`config.mk`:
```
export PLATFORM = sky130hd
export DESIGN_NAME = bmp_init
export DESIGN_NICKNAME = d
export VERILOG_FILES = /design/src/hdl/bmp_pkg.sv /design/src/hdl/bmp_mulmod.sv /design/src/hdl/bmp_init.sv
export SDC_FILE = /design/constraint.sdc
export NUM_CORES = 2
export LEC_CHECK = 0
export BUFFER_PORTS_ARGS = -buffer_cell sky130_fd_sc_hd__buf_2
export CORE_ASPECT_RATIO = 1.5
export CORE_MARGIN = 4
export CORE_UTILIZATION = 60
export CTS_BUF_LIST = sky130_fd_sc_hd__clkbuf_8 sky130_fd_sc_hd__clkbuf_16
export DETAILED_ROUTE_END_ITERATION = 10
export PLACE_DENSITY = 0.77
export SKIP_LAST_GASP = 1
export SLEW_MARGIN = 20
export SYNTH_ARGS = -nofsm -noshare
export SYNTH_HDL_FRONTEND = slang
export SYNTH_HIERARCHICAL = 1
export SYNTH_SLANG_ARGS = --single-unit
```
`constraint.sdc`:
```
create_clock -name clk -period 7.5 [get_ports clk]
set_clock_uncertainty 0.05 [all_clocks]
set_input_delay 0 -clock clk [delete_from_list [all_inputs] [get_ports clk]]
set_output_delay 0 -clock clk [all_outputs]
set_load 0.01 [all_outputs]
```
`src/hdl/bmp_pkg.sv`:
```
package bmp_pkg;

    localparam int VAL_W     = 20;
    localparam int IDX_W     = 15;
    localparam int IDX_MAX   = 32767;
    localparam int JOB_DEPTH = 4;
    localparam int OUT_DEPTH = 32;

    localparam logic [VAL_W-1:0] PRIME     = 20'd1000003;
    localparam logic [VAL_W-1:0] PRIME_EXP = 20'd1000001;
    // 2^20 mod p, used to fold the high part of a product back down
    localparam logic [15:0]      FOLD      = 16'd48573;

    typedef struct packed {
        logic signed [15:0] total_count;
        logic signed [15:0] chosen_count;
    } query_t;

    typedef struct packed {
        logic [VAL_W-1:0] coefficient;
        logic             beyond_table;
    } result_t;

    typedef struct packed {
        logic             ok;
        logic             beyond;
        logic [IDX_W-1:0] n;
        logic [IDX_W-1:0] r;
        logic [IDX_W-1:0] d;
    } job_t;

    typedef struct packed {
        logic             en;
        logic [IDX_W-1:0] addr;
        logic [VAL_W-1:0] data;
    } tbl_wr_t;

endpackage

```
`src/hdl/bmp_mulmod.sv`:
```
module bmp_mulmod #(
    parameter int TAG_W = 1
) (
    input  logic                      clk,
    input  logic                      rst_n,
    input  logic                      in_valid,
    input  logic [bmp_pkg::VAL_W-1:0] a,
    input  logic [bmp_pkg::VAL_W-1:0] b,
    input  logic [TAG_W-1:0]          in_tag,
    output logic                      out_valid,
    output logic [bmp_pkg::VAL_W-1:0] res,
    output logic [TAG_W-1:0]          out_tag
);

    import bmp_pkg::*;

    localparam int LAT = 7;

    logic [LAT-1:0]   valid_reg;
    logic [TAG_W-1:0] tag_reg [LAT];

    logic [39:0]      prod_reg, prod_next;
    logic [36:0]      f1_reg, f1_next;
    logic [33:0]      f2_reg, f2_next;
    logic [30:0]      f3_reg, f3_next;
    logic [26:0]      f4_reg, f4_next;
    logic [22:0]      f5_reg, f5_next;
    logic [20:0]      fin;
    logic [VAL_W-1:0] res_reg, res_next;

    // each fold replaces hi * 2^20 by hi * (2^20 mod p)
    always_comb
    begin
        prod_next = 40'(a) * 40'(b);
        f1_next   = 37'(prod_reg[39:20]) * 37'(FOLD) + 37'(prod_reg[19:0]);
        f2_next   = 34'(f1_reg[36:20]) * 34'(FOLD) + 34'(f1_reg[19:0]);
        f3_next   = 31'(f2_reg[33:20]) * 31'(FOLD) + 31'(f2_reg[19:0]);
        f4_next   = 27'(f3_reg[30:20]) * 27'(FOLD) + 27'(f3_reg[19:0]);
        f5_next   = 23'(f4_reg[26:20]) * 23'(FOLD) + 23'(f4_reg[19:0]);
        // below 2p here, one subtract finishes it
        fin       = 21'(f5_reg[22:20]) * 21'(FOLD) + 21'(f5_reg[19:0]);
        res_next  = (fin >= 21'(PRIME)) ? VAL_W'(fin - 21'(PRIME)) : fin[VAL_W-1:0];
    end

    always_ff @(posedge clk or negedge rst_n)
    begin
        if (!rst_n)
        begin
            valid_reg <= '0;
        end
        else
        begin
            valid_reg <= {valid_reg[LAT-2:0], in_valid};
        end
    end

    always_ff @(posedge clk)
    begin
        tag_reg[0] <= in_tag;
        for (int k = 1; k < LAT; k++)
        begin
            tag_reg[k] <= tag_reg[k-1];
        end
        prod_reg <= prod_next;
        f1_reg   <= f1_next;
        f2_reg   <= f2_next;
        f3_reg   <= f3_next;
        f4_reg   <= f4_next;
        f5_reg   <= f5_next;
        res_reg  <= res_next;
    end

    assign out_valid = valid_reg[LAT-1];
    assign out_tag   = tag_reg[LAT-1];
    assign res       = res_reg;

endmodule

```
`src/hdl/bmp_init.sv`:
```
module bmp_init #(
    parameter int TABLE_TOP = 4095
) (
    input  logic             clk,
    input  logic             rst_n,
    output logic             ready,
    output bmp_pkg::tbl_wr_t fac_wr,
    output bmp_pkg::tbl_wr_t ifac_wr
);

    import bmp_pkg::*;

    localparam logic [3:0] ST_FAC_START = 4'd0;
    localparam logic [3:0] ST_FAC_ISSUE = 4'd1;
    localparam logic [3:0] ST_FAC_WAIT  = 4'd2;
    localparam logic [3:0] ST_POW_STEP  = 4'd3;
    localparam logic [3:0] ST_POW_MWAIT = 4'd4;
    localparam logic [3:0] ST_POW_SQR   = 4'd5;
    localparam logic [3:0] ST_POW_SWAIT = 4'd6;
    localparam logic [3:0] ST_INV_ISSUE = 4'd7;
    localparam logic [3:0] ST_INV_WAIT  = 4'd8;
    localparam logic [3:0] ST_DONE      = 4'd9;

    localparam logic [IDX_W-1:0] TOP_IDX = IDX_W'(TABLE_TOP);

    logic [3:0]       state_reg, state_next;
    logic [IDX_W-1:0] idx_reg, idx_next;
    logic [VAL_W-1:0] cur_reg, cur_next;
    logic [VAL_W-1:0] acc_reg, acc_next;
    logic [VAL_W-1:0] base_reg, base_next;
    logic [VAL_W-1:0] exp_reg, exp_next;

    logic             mul_valid;
    logic [VAL_W-1:0] mul_a;
    logic [VAL_W-1:0] mul_b;
    logic             mul_done;
    logic [VAL_W-1:0] mul_res;

    bmp_mulmod #(
        .TAG_W (1)
    ) u_mulmod (
        .clk       (clk),
        .rst_n     (rst_n),
        .in_valid  (mul_valid),
        .a         (mul_a),
        .b         (mul_b),
        .in_tag    (1'b0),
        .out_valid (mul_done),
        .res       (mul_res),
        .out_tag   ()
    );

    always_comb
    begin
        state_next   = state_reg;
        idx_next     = idx_reg;
        cur_next     = cur_reg;
        acc_next     = acc_reg;
        base_next    = base_reg;
        exp_next     = exp_reg;
        mul_valid    = 1'b0;
        mul_a        = cur_reg;
        mul_b        = VAL_W'(idx_reg);
        fac_wr.en    = 1'b0;
        fac_wr.addr  = idx_reg;
        fac_wr.data  = mul_res;
        ifac_wr.en   = 1'b0;
        ifac_wr.addr = idx_reg;
        ifac_wr.data = mul_res;

        unique case (state_reg)
            ST_FAC_START:
            begin
                fac_wr.en   = 1'b1;
                fac_wr.addr = '0;
                fac_wr.data = VAL_W'(1);
                cur_next    = VAL_W'(1);
                idx_next    = IDX_W'(1);
                state_next  = ST_FAC_ISSUE;
            end
            ST_FAC_ISSUE:
            begin
                mul_valid  = 1'b1;
                state_next = ST_FAC_WAIT;
            end
            ST_FAC_WAIT:
            begin
                if (mul_done)
                begin
                    cur_next  = mul_res;
                    fac_wr.en = 1'b1;
                    if (idx_reg == TOP_IDX)
                    begin
                        base_next  = mul_res;
                        acc_next   = VAL_W'(1);
                        exp_next   = PRIME_EXP;
                        state_next = ST_POW_STEP;
                    end
                    else
                    begin
                        idx_next   = idx_reg + IDX_W'(1);
                        state_next = ST_FAC_ISSUE;
                    end
                end
            end
            ST_POW_STEP:
            begin
                if (exp_reg == '0)
                begin
                    // inverse of the top factorial, then walk down
                    ifac_wr.en   = 1'b1;
                    ifac_wr.data = acc_reg;
                    cur_next     = acc_reg;
                    state_next   = ST_INV_ISSUE;
                end
                else if (exp_reg[0])
                begin
                    mul_valid  = 1'b1;
                    mul_a      = acc_reg;
                    mul_b      = base_reg;
                    state_next = ST_POW_MWAIT;
                end
                else
                begin
                    state_next = ST_POW_SQR;
                end
            end
            ST_POW_MWAIT:
            begin
                if (mul_done)
                begin
                    acc_next   = mul_res;
                    state_next = ST_POW_SQR;
                end
            end
            ST_POW_SQR:
            begin
                mul_valid  = 1'b1;
                mul_a      = base_reg;
                mul_b      = base_reg;
                state_next = ST_POW_SWAIT;
            end
            ST_POW_SWAIT:
            begin
                if (mul_done)
                begin
                    base_next  = mul_res;
                    exp_next   = exp_reg >> 1;
                    state_next = ST_POW_STEP;
                end
            end
            ST_INV_ISSUE:
            begin
                mul_valid  = 1'b1;
                state_next = ST_INV_WAIT;
            end
            ST_INV_WAIT:
            begin
                if (mul_done)
                begin
                    // 1/(i-1)! = i * 1/i!
                    cur_next     = mul_res;
                    ifac_wr.en   = 1'b1;
                    ifac_wr.addr = idx_reg - IDX_W'(1);
                    if (idx_reg == IDX_W'(1))
                    begin
                        state_next = ST_DONE;
                    end
                    else
                    begin
                        idx_next   = idx_reg - IDX_W'(1);
                        state_next = ST_INV_ISSUE;
                    end
                end
            end
            ST_DONE:
            begin
                state_next = ST_DONE;
            end
            default:
            begin
                state_next = ST_FAC_START;
            end
        endcase
    end

    always_ff @(posedge clk or negedge rst_n)
    begin
        if (!rst_n)
        begin
            state_reg <= ST_FAC_START;
            idx_reg   <= '0;
        end
        else
        begin
            state_reg <= state_next;
            idx_reg   <= idx_next;
        end
    end

    always_ff @(posedge clk)
    begin
        cur_reg  <= cur_next;
        acc_reg  <= acc_next;
        base_reg <= base_next;
        exp_reg  <= exp_next;
    end

    assign ready = (state_reg == ST_DONE);

endmodule

```
==> impl_metrics.yaml <==
outcome:
  status: "finished with violations"
  violations: "setup timing"
clocking:
  clkSinkCount: 318
  ctsRootBufferMaster: "clkbuf_16"
  insertion_delay_ns: 0.59
  ctsHtreeMaxLevel: 2
  max-clock-path-buffers: 3
  numCtsBuffers: 36
  cts_tree: "yes"
  clkTransAtPathRegs_ns: 0.06
route:
  detail_route.first_pass.iterations: 5
  vias: 37764
  ant_nets: 0
  drt_wl_total_um: 138000
  drt-initial-drc-count: 2075
  wl_per_cell_um: 20.7
  drc: 0
  via_per_inst: 5.66
sta:
  setup_viol: 7
  hold_viol: 0
  rsz0062_at_grt: "true"
  worst_pin_slew_ns: 1.10
  min_period_ns: 7.77
  slew_viol_final: 0
  fin_tns_setup_ns: -1.18
  maxSlewHeadroom_pct: 26.4
  fin_crit_sh_pct: 104
  max_freq_mhz: 129
  timing.hold.ws_ns: 0.297
  fin_ws_ns: -0.268
global_routing:
  grt_pass1_vias: 41698
  grtUsageMet3_pct: 5.00
  antenna_found_initial: 5
  grt_overflow: 0
  grt_pass1_wl_um: 220000
  grt_util_met2_pct: 56.1
  use_met1_pct: 31.4
  grt-busiest-layer: "met2"
  grt_max_degree: 41
  track_usage_pct: 30.6
critical_path:
  crit_family: "adder cells"
  crit_buf_inv: 10
  worstPathMaxFanout: 6
  cpMostUsedCell: "fa_1"
  setup.worst_path.class: "reg2reg"
  max_stage_delay_ns: 0.54
  end_kind: "flop"
  worstPathRequired_ns: 7.90
  crit_path_start_kind: "flop"
  cp_data_arrival_time_ns: 8.17
  cp_slowest_cell: "fa_1"
job:
  drv_cap: 0
cells_and_area:
  seq_area_sq_mm: 0.00730
  multi_input_area_sq_mm: 0.0402
  nets: 7140
  nFillCells: 6641
  area_growth_pct: 10.5
  largest_register_ffs: 40
  drive_gt1_share_pct: 10.8
power:
  power.clock.fraction_pct: 50.8
  ir_drop_v: 0.000191
  p_int_uw: 2770
  total_power_uw: 3570
  seqPwrFrac_pct: 49.1
  comb_power_share_pct: 0.1
  leakagePower_uw: 0.0301
  power.switching_uw: 797
  powerDensity_mw_per_mm2: 62.0
  switching_share_pct: 22.4
placed_design:
  gp_congestion: 1.03
  pre_cts_ws_ns: -0.694
  dp_hpwl_um: 117000
  port_buffers: 74
floorplanning:
  start_util_pct: 60.4
  die_w_um: 249
  std_cell_rows: 132
  core_sq_mm: 0.0862
  die_area_sq_mm: 0.0917
  ios: 75
  fp.dieH_um: 369
logic_synthesis:
  synth_warnings: 6
  syn_area_sq_mm: 0.0521
  synth_cells: 5269
  synth_nets: 6912
  syn_area_per_cell_sq_um: 9.88
min_path:
  hold_path.class: "reg2reg"
[what timing repair did]
action	CTS	global route
buffers inserted	25	8
hold buffers	3	0
setup endpoints to repair	19	17
resized for setup	82	64
cloned	5	0
hold endpoints to repair	26	0
pin swaps	38	49
[worst paths after layout]
path	startpoint	end	slack, ns	depth (start not counted)
hold reg to reg	u_mulmod/valid_reg[1]	u_mulmod/valid_reg[2]	0.30	0
hold / removal	u_mulmod/valid_reg[1]	u_mulmod/valid_reg[2]	0.30	0
setup reg to reg	state_reg[2]	u_mulmod/prod_reg[38]	-0.27	32
min in group asynchronous	rst_n	idx_reg[3]	0.39	4
max in group asynchronous	rst_n	idx_reg[7]	6.83	4
setup / recovery	state_reg[2]	u_mulmod/prod_reg[38]	-0.27	32
[through the flow]
stage | area, sq um | instances | utilization [%]
detailed placement | 55400 | 6559 | 64.2
finish | 57500 | 6669 | 66.7
CTS | 57200 | 6655 | 66.4
global placement | 55400 | 6559 | 64.2
floorplan | 52200 | 5269 | -
global route | 57500 | 6664 | 66.7
[placed cells by master, fill, tap and decap left out, types with 58 or more instances in the layout]
master	instances
a21oi_1	162
o21ai_0	91
nor2_1	146
buf_2	74
and2_1	260
dfxtp_1	212
buf_4	206
xnor2_1	140
fa_1	935
ha_1	685
edfxtp_1	80
nand2_1	327
a21o_1	58
inv_1	1228
[metal layers]
metal  wire, um  vias up
li1           -    17012
met1      45700    18957
met2      72200     1216
met3       7260      577
met4      12600        2
met5         18        -
[layout make-up]
class | instances | share of cell area [%]
multi-input cells | 3576 | 69.8
flip-flops and latches | 318 | 12.7
well taps | 1139 | 2.48
inverters | 1237 | 8.07
repair buffers | 328 | 4.83
diodes | 5 | 0.0217
clock buffers | 41 | 1.69
clock inverters | 25 | 0.424
[power groups by stage]
stage               Combinational (uW)  Sequential, uW  Clock [uW]
global route                      5.96            1750        1910
global placement                  3.21            1790           0
CTS                               5.55            1750        1850
detailed placement                3.23            1790           0
floorplan                       0.0252            1790           0
finish                            5.27            1750        1810
Note: power is estimated with default switching activity, not from simulation.
