<file path="src/hdl/bmp_pkg.sv">
package bmp_pkg;

    localparam int VAL_W     = 20;
    localparam int IDX_W     = 15;
    localparam int IDX_MAX   = 32767;
    localparam int JOB_DEPTH = 4;
    localparam int OUT_DEPTH = 32;

    localparam logic [VAL_W-1:0] PRIME     = 20'd1000003;
    localparam logic [VAL_W-1:0] PRIME_EXP = 20'd1000001;
    // 2^20 mod p, used to fold the high part of a product back down
    localparam logic [15:0]      FOLD      = 16'd48573;

    typedef struct packed {
        logic signed [15:0] total_count;
        logic signed [15:0] chosen_count;
    } query_t;

    typedef struct packed {
        logic [VAL_W-1:0] coefficient;
        logic             beyond_table;
    } result_t;

    typedef struct packed {
        logic             ok;
        logic             beyond;
        logic [IDX_W-1:0] n;
        logic [IDX_W-1:0] r;
        logic [IDX_W-1:0] d;
    } job_t;

    typedef struct packed {
        logic             en;
        logic [IDX_W-1:0] addr;
        logic [VAL_W-1:0] data;
    } tbl_wr_t;

endpackage

</file>
<file path="src/hdl/bmp_fifo.sv">
module bmp_fifo #(
    parameter int WIDTH = 8,
    parameter int DEPTH = 4
) (
    input  logic             clk,
    input  logic             rst_n,
    input  logic             push,
    input  logic [WIDTH-1:0] wdata,
    output logic             full,
    input  logic             pop,
    output logic [WIDTH-1:0] rdata,
    output logic             empty
);

    localparam int PTR_W = $clog2(DEPTH);
    localparam int CNT_W = $clog2(DEPTH + 1);

    logic [WIDTH-1:0] mem_reg [DEPTH];
    logic [PTR_W-1:0] wr_ptr_reg, wr_ptr_next;
    logic [PTR_W-1:0] rd_ptr_reg, rd_ptr_next;
    logic [CNT_W-1:0] count_reg, count_next;
    logic             do_wr;
    logic             do_rd;

    assign full  = (count_reg == CNT_W'(DEPTH));
    assign empty = (count_reg == '0);
    assign do_wr = push && !full;
    assign do_rd = pop && !empty;
    assign rdata = mem_reg[rd_ptr_reg];

    always_comb
    begin
        wr_ptr_next = wr_ptr_reg;
        rd_ptr_next = rd_ptr_reg;
        count_next  = count_reg;
        if (do_wr)
        begin
            wr_ptr_next = (wr_ptr_reg == PTR_W'(DEPTH - 1)) ? '0 : wr_ptr_reg + PTR_W'(1);
        end
        if (do_rd)
        begin
            rd_ptr_next = (rd_ptr_reg == PTR_W'(DEPTH - 1)) ? '0 : rd_ptr_reg + PTR_W'(1);
        end
        if (do_wr && !do_rd)
        begin
            count_next = count_reg + CNT_W'(1);
        end
        else if (do_rd && !do_wr)
        begin
            count_next = count_reg - CNT_W'(1);
        end
    end

    always_ff @(posedge clk or negedge rst_n)
    begin
        if (!rst_n)
        begin
            wr_ptr_reg <= '0;
            rd_ptr_reg <= '0;
            count_reg  <= '0;
        end
        else
        begin
            wr_ptr_reg <= wr_ptr_next;
            rd_ptr_reg <= rd_ptr_next;
            count_reg  <= count_next;
        end
    end

    always_ff @(posedge clk)
    begin
        if (do_wr)
        begin
            mem_reg[wr_ptr_reg] <= wdata;
        end
    end

endmodule

</file>
<file path="src/hdl/bmp_front.sv">
module bmp_front #(
    parameter int TABLE_TOP = 4095
) (
    input  logic            clk,
    input  logic            rst_n,
    input  logic            push,
    output logic            full,
    input  bmp_pkg::query_t query,
    input  logic            job_pop,
    output logic            job_empty,
    output bmp_pkg::job_t   job
);

    import bmp_pkg::*;

    localparam logic [IDX_W-1:0] TOP_IDX = IDX_W'(TABLE_TOP);

    job_t             job_in;
    logic [15:0]      n;
    logic [15:0]      r;
    logic             beyond;
    logic             ok;
    logic [$bits(job_t)-1:0] job_bits;

    assign n = query.total_count;
    assign r = query.chosen_count;

    // invalid queries carry index zero so the table reads stay in range
    always_comb
    begin
        beyond     = !n[15] && (n[IDX_W-1:0] > TOP_IDX);
        ok         = !n[15] && !r[15] && (r[IDX_W-1:0] <= n[IDX_W-1:0]) && !beyond;
        job_in.ok     = ok;
        job_in.beyond = beyond;
        job_in.n      = ok ? n[IDX_W-1:0] : '0;
        job_in.r      = ok ? r[IDX_W-1:0] : '0;
        job_in.d      = ok ? (n[IDX_W-1:0] - r[IDX_W-1:0]) : '0;
    end

    bmp_fifo #(
        .WIDTH ($bits(job_t)),
        .DEPTH (JOB_DEPTH)
    ) u_job_fifo (
        .clk   (clk),
        .rst_n (rst_n),
        .push  (push),
        .wdata (job_in),
        .full  (full),
        .pop   (job_pop),
        .rdata (job_bits),
        .empty (job_empty)
    );

    assign job = job_t'(job_bits);

endmodule

</file>
<file path="config.mk">
export PLATFORM = sky130hd
export DESIGN_NAME = bmp_front
export DESIGN_NICKNAME = d
export VERILOG_FILES = /design/src/hdl/bmp_pkg.sv /design/src/hdl/bmp_fifo.sv /design/src/hdl/bmp_front.sv
export SDC_FILE = /design/constraint.sdc
export NUM_CORES = 1
export LEC_CHECK = 0
export ABC_AREA = 1
export BUFFER_PORTS_ARGS = -buffer_cell sky130_fd_sc_hd__buf_4
export CORE_MARGIN = 5
export CORE_UTILIZATION = 40
export DETAILED_ROUTE_END_ITERATION = 6
export HOLD_SLACK_MARGIN = 0.15
export PLACE_DENSITY = 0.66
export SLEW_MARGIN = 20
export SYNTH_ARGS = -nofsm -noshare
export SYNTH_HDL_FRONTEND = slang
export SYNTH_SLANG_ARGS = --single-unit
export TNS_END_PERCENT = 10
</file>
<file path="constraint.sdc">
create_clock -name clk -period 6.8 [get_ports clk]
set_input_delay 0.68 -clock clk [delete_from_list [all_inputs] [get_ports clk]]
set_output_delay 0.68 -clock clk [all_outputs]
set_load 0.1 [all_outputs]
</file>
==> results of run 1 <==
==> worst max-delay path: stages (launching register included) <==
cell	delay [ns]
dfrtp_2	0.39
buf_4	0.29
inv_2	0.45
buf_4	0.61
o21ai_1	0.12
o22ai_1	0.29
buf_4	0.36
==> placed cells by master (no fill, tap or decap), drive strengths merged, types with 2 or more instances in the layout <==
cell type and count:
ha 21, fa 2, xnor2 7, clkbuf 17, edfxtp 188, o22ai 47
or2 3, and2 2, nor3 2, nand3 11, inv 83, nand3b 3
nand2 87, clkinvlp 8, buf 92, nor2 164, nand4 2, o21ai 99
a21oi 13, xor2 2, clkinv 2, conb 12, dfrtp 7
==> routing by layer <==
metal  up-vias  global-route usage, %
li1       2834                      -
met1      2794                   23.6
met2       149                   25.5
met3        17                   3.12
met4         0                   3.97
met5         -                      0
==> metrics by stage <==
step / worst slack, ns / hold WS (ns) / cells / area [um^2]
6_report: 3.09 / 0.536 / 1156 / 10200
5_1_grt: 2.86 / 0.591 / 1156 / 10200
4_1_cts: 3.06 / 0.545 / 1156 / 10200
3_5_place_dp: 3.56 / 0.501 / 1123 / 9680
3_3_place_gp: 3.60 / 0.502 / 1123 / 9680
2_1_floorplan: 3.57 / 0.384 / 786 / 8780
==> timing repair <==
item                                   CTS  global route
setup endpoints to repair                0             0
endpoints found under the hold margin    7             0
hold buffers                             1             0
==> kinds of logic after synthesis <==
family | Yosys count
AO/OA/AOI/OAI | 159
XOR/XNOR | 9
adder cells (fa/ha/maj) | 23
buffers and inverters | 113
flip-flops | 195
multiplexers | 1
other | 1
AND/OR/NAND/NOR | 274
==> synthesized netlist by cell type <==
| cell type | number | share of area (%) |
|---|---|---|
| a21oi_1 | 13 | 0.74 |
| buf_6 | 4 | 0.52 |
| nor3_2 | 1 | 0.11 |
| xor2_1 | 2 | 0.20 |
| clkbuf_1 | 28 | 1.2 |
| buf_2 | 3 | 0.17 |
| nor2_1 | 123 | 5.3 |
| inv_1 | 78 | 3.4 |
| dfrtp_1 | 7 | 2.0 |
| nand3_2 | 1 | 0.11 |
| or2_2 | 3 | 0.21 |
| mux2_2 | 1 | 0.13 |
| nand2_4 | 1 | 0.13 |
| edfxtp_1 | 188 | 65 |
| nand2_1 | 85 | 3.7 |
| and2_1 | 2 | 0.14 |
| nor2_2 | 40 | 2.9 |
| o21ai_1 | 2 | 0.11 |
| nand3b_1 | 3 | 0.26 |
| o22ai_1 | 47 | 3.4 |
| nand4_1 | 2 | 0.14 |
| o21ai_0 | 96 | 5.5 |
| fa_1 | 2 | 0.46 |
| xnor2_1 | 7 | 0.70 |
| conb_1 | 1 | 0.043 |
| nand2_2 | 1 | 0.072 |
| nor2_4 | 1 | 0.13 |
| nand3_1 | 10 | 0.57 |
| o21ai_2 | 1 | 0.10 |
| ha_1 | 21 | 3.0 |
| nor3_1 | 1 | 0.057 |
==> area by class of cell <==
type                            count  area share (%)
Sequential cell                   195            56.8
Clock buffer                       17            4.15
Timing Repair Buffer               93            6.84
Tap cell                          280            3.42
Inverter                           78            2.86
Clock inverter                     15            1.23
Multi-Input combinational cell    478            24.7
==> final timing paths <==
check	endpoint
worst min register to register	u_job_fifo.count_reg[0]$_DFFE_PN0P_
worst max register to register	u_job_fifo.count_reg[1]$_DFFE_PN0P_
min in group asynchronous	u_job_fifo.wr_ptr_reg[0]$_DFFE_PN0P_
max in group asynchronous	u_job_fifo.rd_ptr_reg[0]$_DFFE_PN0P_
worst max-delay path	job[29]
worst min-delay path	u_job_fifo.count_reg[0]$_DFFE_PN0P_
==> flow_summary.yaml, run 1 <==
worst_setup_path:
  reg2reg_depth: 7
  cp.arrival_ns: 3.03
  crit_fanout: 67
  crit_type: "flop to output pin"
  crit_start: "u_job_fifo.rd_ptr_reg[0]$_DFFE_PN0P_"
  start_kind: "flop"
  rrSetupSlack_ns: 4.33
  critPathRequiredTime_ns: 6.12
  end_kind: "output pin"
  r2r-start: "u_job_fifo.count_reg[0]$_DFFE_PN0P_"
synthesis:
  synth_compound_area_share_pct: 9.83
  ys_warn_count: 0
  synthSimpleGateAreaFrac_pct: 13.8
  synth-seq-cells: 195
  yosysUniqueCellTypes: 31
  synthXorXnorAreaFrac_pct: 0.902
  synthesis.area_um2: 8730
  yosysSeqAreaShare_pct: 66.6
  synthCells: 775
  synthMuxAreaShare_pct: 0.129
  syn_avg_cell_area_um2: 11.3
  synthAdderAreaFrac_pct: 3.47
  synth_top_family_by_area: "simple AND/OR/NAND/NOR gates"
hold_path:
  hp-start: "u_job_fifo.count_reg[0]$_DFFE_PN0P_"
  hold_path_depth: 1
  hp-class: "flop to flop"
place:
  gp_congestion: 0.898
  dpl.hpwl_um: 12600
  io_buffers: 84
global_route:
  overflow: 0
  grt_usage_pct: 16.3
  grt_start_max_net_pins: 68
  antenna_found_initial: 0
  first_global_vias: 5530
  grt_pass1_wl_um: 30900
sta:
  post-route-period-util_pct: 54.6
  fin_tns_setup_ns: 0
  relSlewSlack_pct: 39.3
  rsz0062_at_grt: "no"
  final_hold_viol_count: 0
  worstMarginPinSlew_ns: 0.909
  fmax_mhz: 269
  skew_ns: 0.00920
  timing.final.max_slew_violations: 0
  setup_viol: 0
  post-route-min-period_ns: 3.71
floorplan:
  chipHeight_um: 158
  die_w_um: 158
  die_area_um2: 24900
  ios: 85
  core-area_um2: 21700
  initial_core_util_pct: 40.3
  core.rowCount: 54
routing:
  drtAntennaViolNets: 0
  wl_met3_um: 859
  wl_met2_um: 9400
  top_layer_used: "met4"
  wl_met1_um: 9470
  drt_iter0_markers: 435
  dr.pass1.iters: 5
  route.detailed.drc: 0
  viasPerCell: 5.01
  wl_per_cell_um: 17.2
  finalWirelength_um: 19900
  via_count: 5794
cells_and_area:
  area_delta_synth_final_pct: 17.3
  multiInputGateArea_um2: 2530
  n_antenna_cell: 0
  drive_gt1_share_pct: 20.7
  fillerInstances: 1955
  largest_reg_flops: 188
  seq_area_um2: 5820
  fin_nets: 922
  utilization_pct: 47.2
clock_tree:
  clock_latency_ns: 0.43
  clockBufferDepth: 2
  root_buffer: "clkbuf_16"
  numCtsBuffers: 17
  cts_tree: "yes"
  post_cts_resized: 0
  cts-htree-levels: 4
  post_cts_buffers: 0
  clk_pin_slew_ns: 0.07
  cts_sinks: 195
job:
  cap_violations: 0
outcome:
  status: "completed"
Power of run 1 is not shown: default switching activity piles up to over one toggle a cycle in this logic, so the estimate is an artifact.
==> run 2, diff against run 1 <==
==> constraint.sdc (replaced) <==
create_clock -name clk -period 3.7 [get_ports clk]
set_input_delay 0.37 -clock clk [delete_from_list [all_inputs] [get_ports clk]]
set_output_delay 0.37 -clock clk [all_outputs]
set_load 0.1 [all_outputs]
==> flow_summary.yaml, run 2 (synthesized netlist as in run 1, its figures left out) <==
outcome:
  status: "completed"
floorplan:
  core.rowCount: 54
  die_w_um: 158
  core-area_um2: 21700
  die_area_um2: 24900
  initial_core_util_pct: 40.3
  chipHeight_um: 158
  ios: 85
sta:
  setup_viol: 0
  fin_tns_setup_ns: 0
  relSlewSlack_pct: 38.9
  rsz0062_at_grt: "no"
  post-route-period-util_pct: 79.6
  worstMarginPinSlew_ns: 0.916
  final_hold_viol_count: 0
  fmax_mhz: 339
  timing.final.max_slew_violations: 0
  skew_ns: 0.0102
  post-route-min-period_ns: 2.95
place:
  place_area_um2: 9720
  io_buffers: 84
  gp_congestion: 0.885
  dpl.hpwl_um: 12800
cells_and_area:
  postLayoutCellArea_um2: 10300
  fillerInstances: 1949
  layout_common_cells: "188 x edfxtp_1, 119 x nor2_1, 96 x o21ai_0, 92 x buf_4, 85 x nand2_1"
  n_antenna_cell: 0
  seq_area_um2: 5820
  multiInputGateArea_um2: 2530
  largest_reg_flops: 188
  drive_gt1_share_pct: 20.5
  final_common_cell: "edfxtp_1"
  fin_nets: 924
  area_delta_synth_final_pct: 18.3
worst_setup_path:
  cp.arrival_ns: 2.58
  cp_cell_sequence: "inv_2 > buf_12 > o21ai_0 > o22ai_1 > buf_4"
  end_kind: "output pin"
  rrSetupSlack_ns: 1.20
  r2r-start: "u_job_fifo.count_reg[0]$_DFFE_PN0P_"
  r2r-end: "u_job_fifo.count_reg[1]$_DFFE_PN0P_"
  crit_slowest_cell: "dfrtp_2"
  crit_type: "flop to output pin"
  crit_fanout: 79
  slowest_delay_ns: 0.64
  reg2reg_depth: 7
  start_kind: "flop"
  critPathRequiredTime_ns: 3.33
job:
  cap_violations: 0
routing:
  viasPerCell: 5.07
  drtAntennaViolNets: 0
  via_count: 5870
  finalWirelength_um: 20100
  route.detailed.drc: 0
  drt_iter0_markers: 402
  wl_per_cell_um: 17.4
  dr.pass1.iters: 5
clock_tree:
  cts-htree-levels: 4
  clk_pin_slew_ns: 0.07
  clockBufferDepth: 2
  cts_sinks: 195
  numCtsBuffers: 17
  clock_latency_ns: 0.43
  cts_tree: "yes"
  root_buffer: "clkbuf_16"
global_route:
  antenna_found_initial: 0
  overflow: 0
  grt_usage_pct: 16.6
  first_global_vias: 5700
  grt_start_max_net_pins: 80
  grt_pass1_wl_um: 31300
hold_path:
  hp-class: "primary input to asynchronous set/reset pin"
## run 2: timing repair
action,4_1_cts,5_1_grt
hold endpoints to repair,7,0
hold buffers,1,0
setup buffers,0,0
gates resized for setup,0,0
## run 2: critical path: cells and delay by family (launching register included)
kind                   cells  cell delay [ns]
buffers and inverters      3             1.04
DFF                        1             0.64
AOI/OAI and AO/OA          2             0.42
## run 2: metal layers
layer	GRT usage [%]	wire length, um	up-vias
li1	-	-	2839
met2	26.6	9650	172
met5	0	0	-
met3	3.20	1060	29
met1	22.5	8960	2830
met4	6.19	421	0
## run 2: how the worst max path moves through the flow
stage | from | endpoint | slack, ns | cells after the start
after CTS | u_job_fifo.rd_ptr_reg[0]$_DFFE_PN0P_ | job[39] | 0.76 | 5
after global placement | query[9] | u_job_fifo.mem_reg[1][9]$_DFFE_PP_ | 1.14 | 11
after detailed placement | query[8] | u_job_fifo.mem_reg[0][9]$_DFFE_PP_ | 1.03 | 11
after floorplan | u_job_fifo.wr_ptr_reg[0]$_DFFE_PN0P_ | u_job_fifo.mem_reg[2][0]$_DFFE_PP_ | 0.62 | 4
after global routing | u_job_fifo.rd_ptr_reg[0]$_DFFE_PN0P_ | job[39] | 0.64 | 5
final | u_job_fifo.rd_ptr_reg[0]$_DFFE_PN0P_ | job[39] | 0.75 | 5
## run 2: per-stage QoR
| stage | worst slack (ns) | hold slack (ns) | std cells | util, % |
|---|---|---|---|---|
| 3_5_place_dp | 1.03 | 0.192 | 1125 | 44.8 |
| 2_1_floorplan | 0.619 | 0.0744 | 786 | - |
| 6_report | 0.754 | 0.284 | 1158 | 47.7 |
| 4_1_cts | 0.759 | 0.278 | 1158 | 47.7 |
| 3_3_place_gp | 1.14 | 0.192 | 1125 | 44.8 |
| 5_1_grt | 0.643 | 0.277 | 1158 | 47.7 |
## run 2: area by class of cell
type                            count  share of cell area [%]
Sequential cell                   195                    56.3
Multi-Input combinational cell    478                    24.5
Timing Repair Buffer               95                    7.17
Clock buffer                       18                    4.15
Tap cell                          280                    3.39
Inverter                           78                    2.83
Clock inverter                     14                    1.68
Power of run 2 is left out for the same reason.
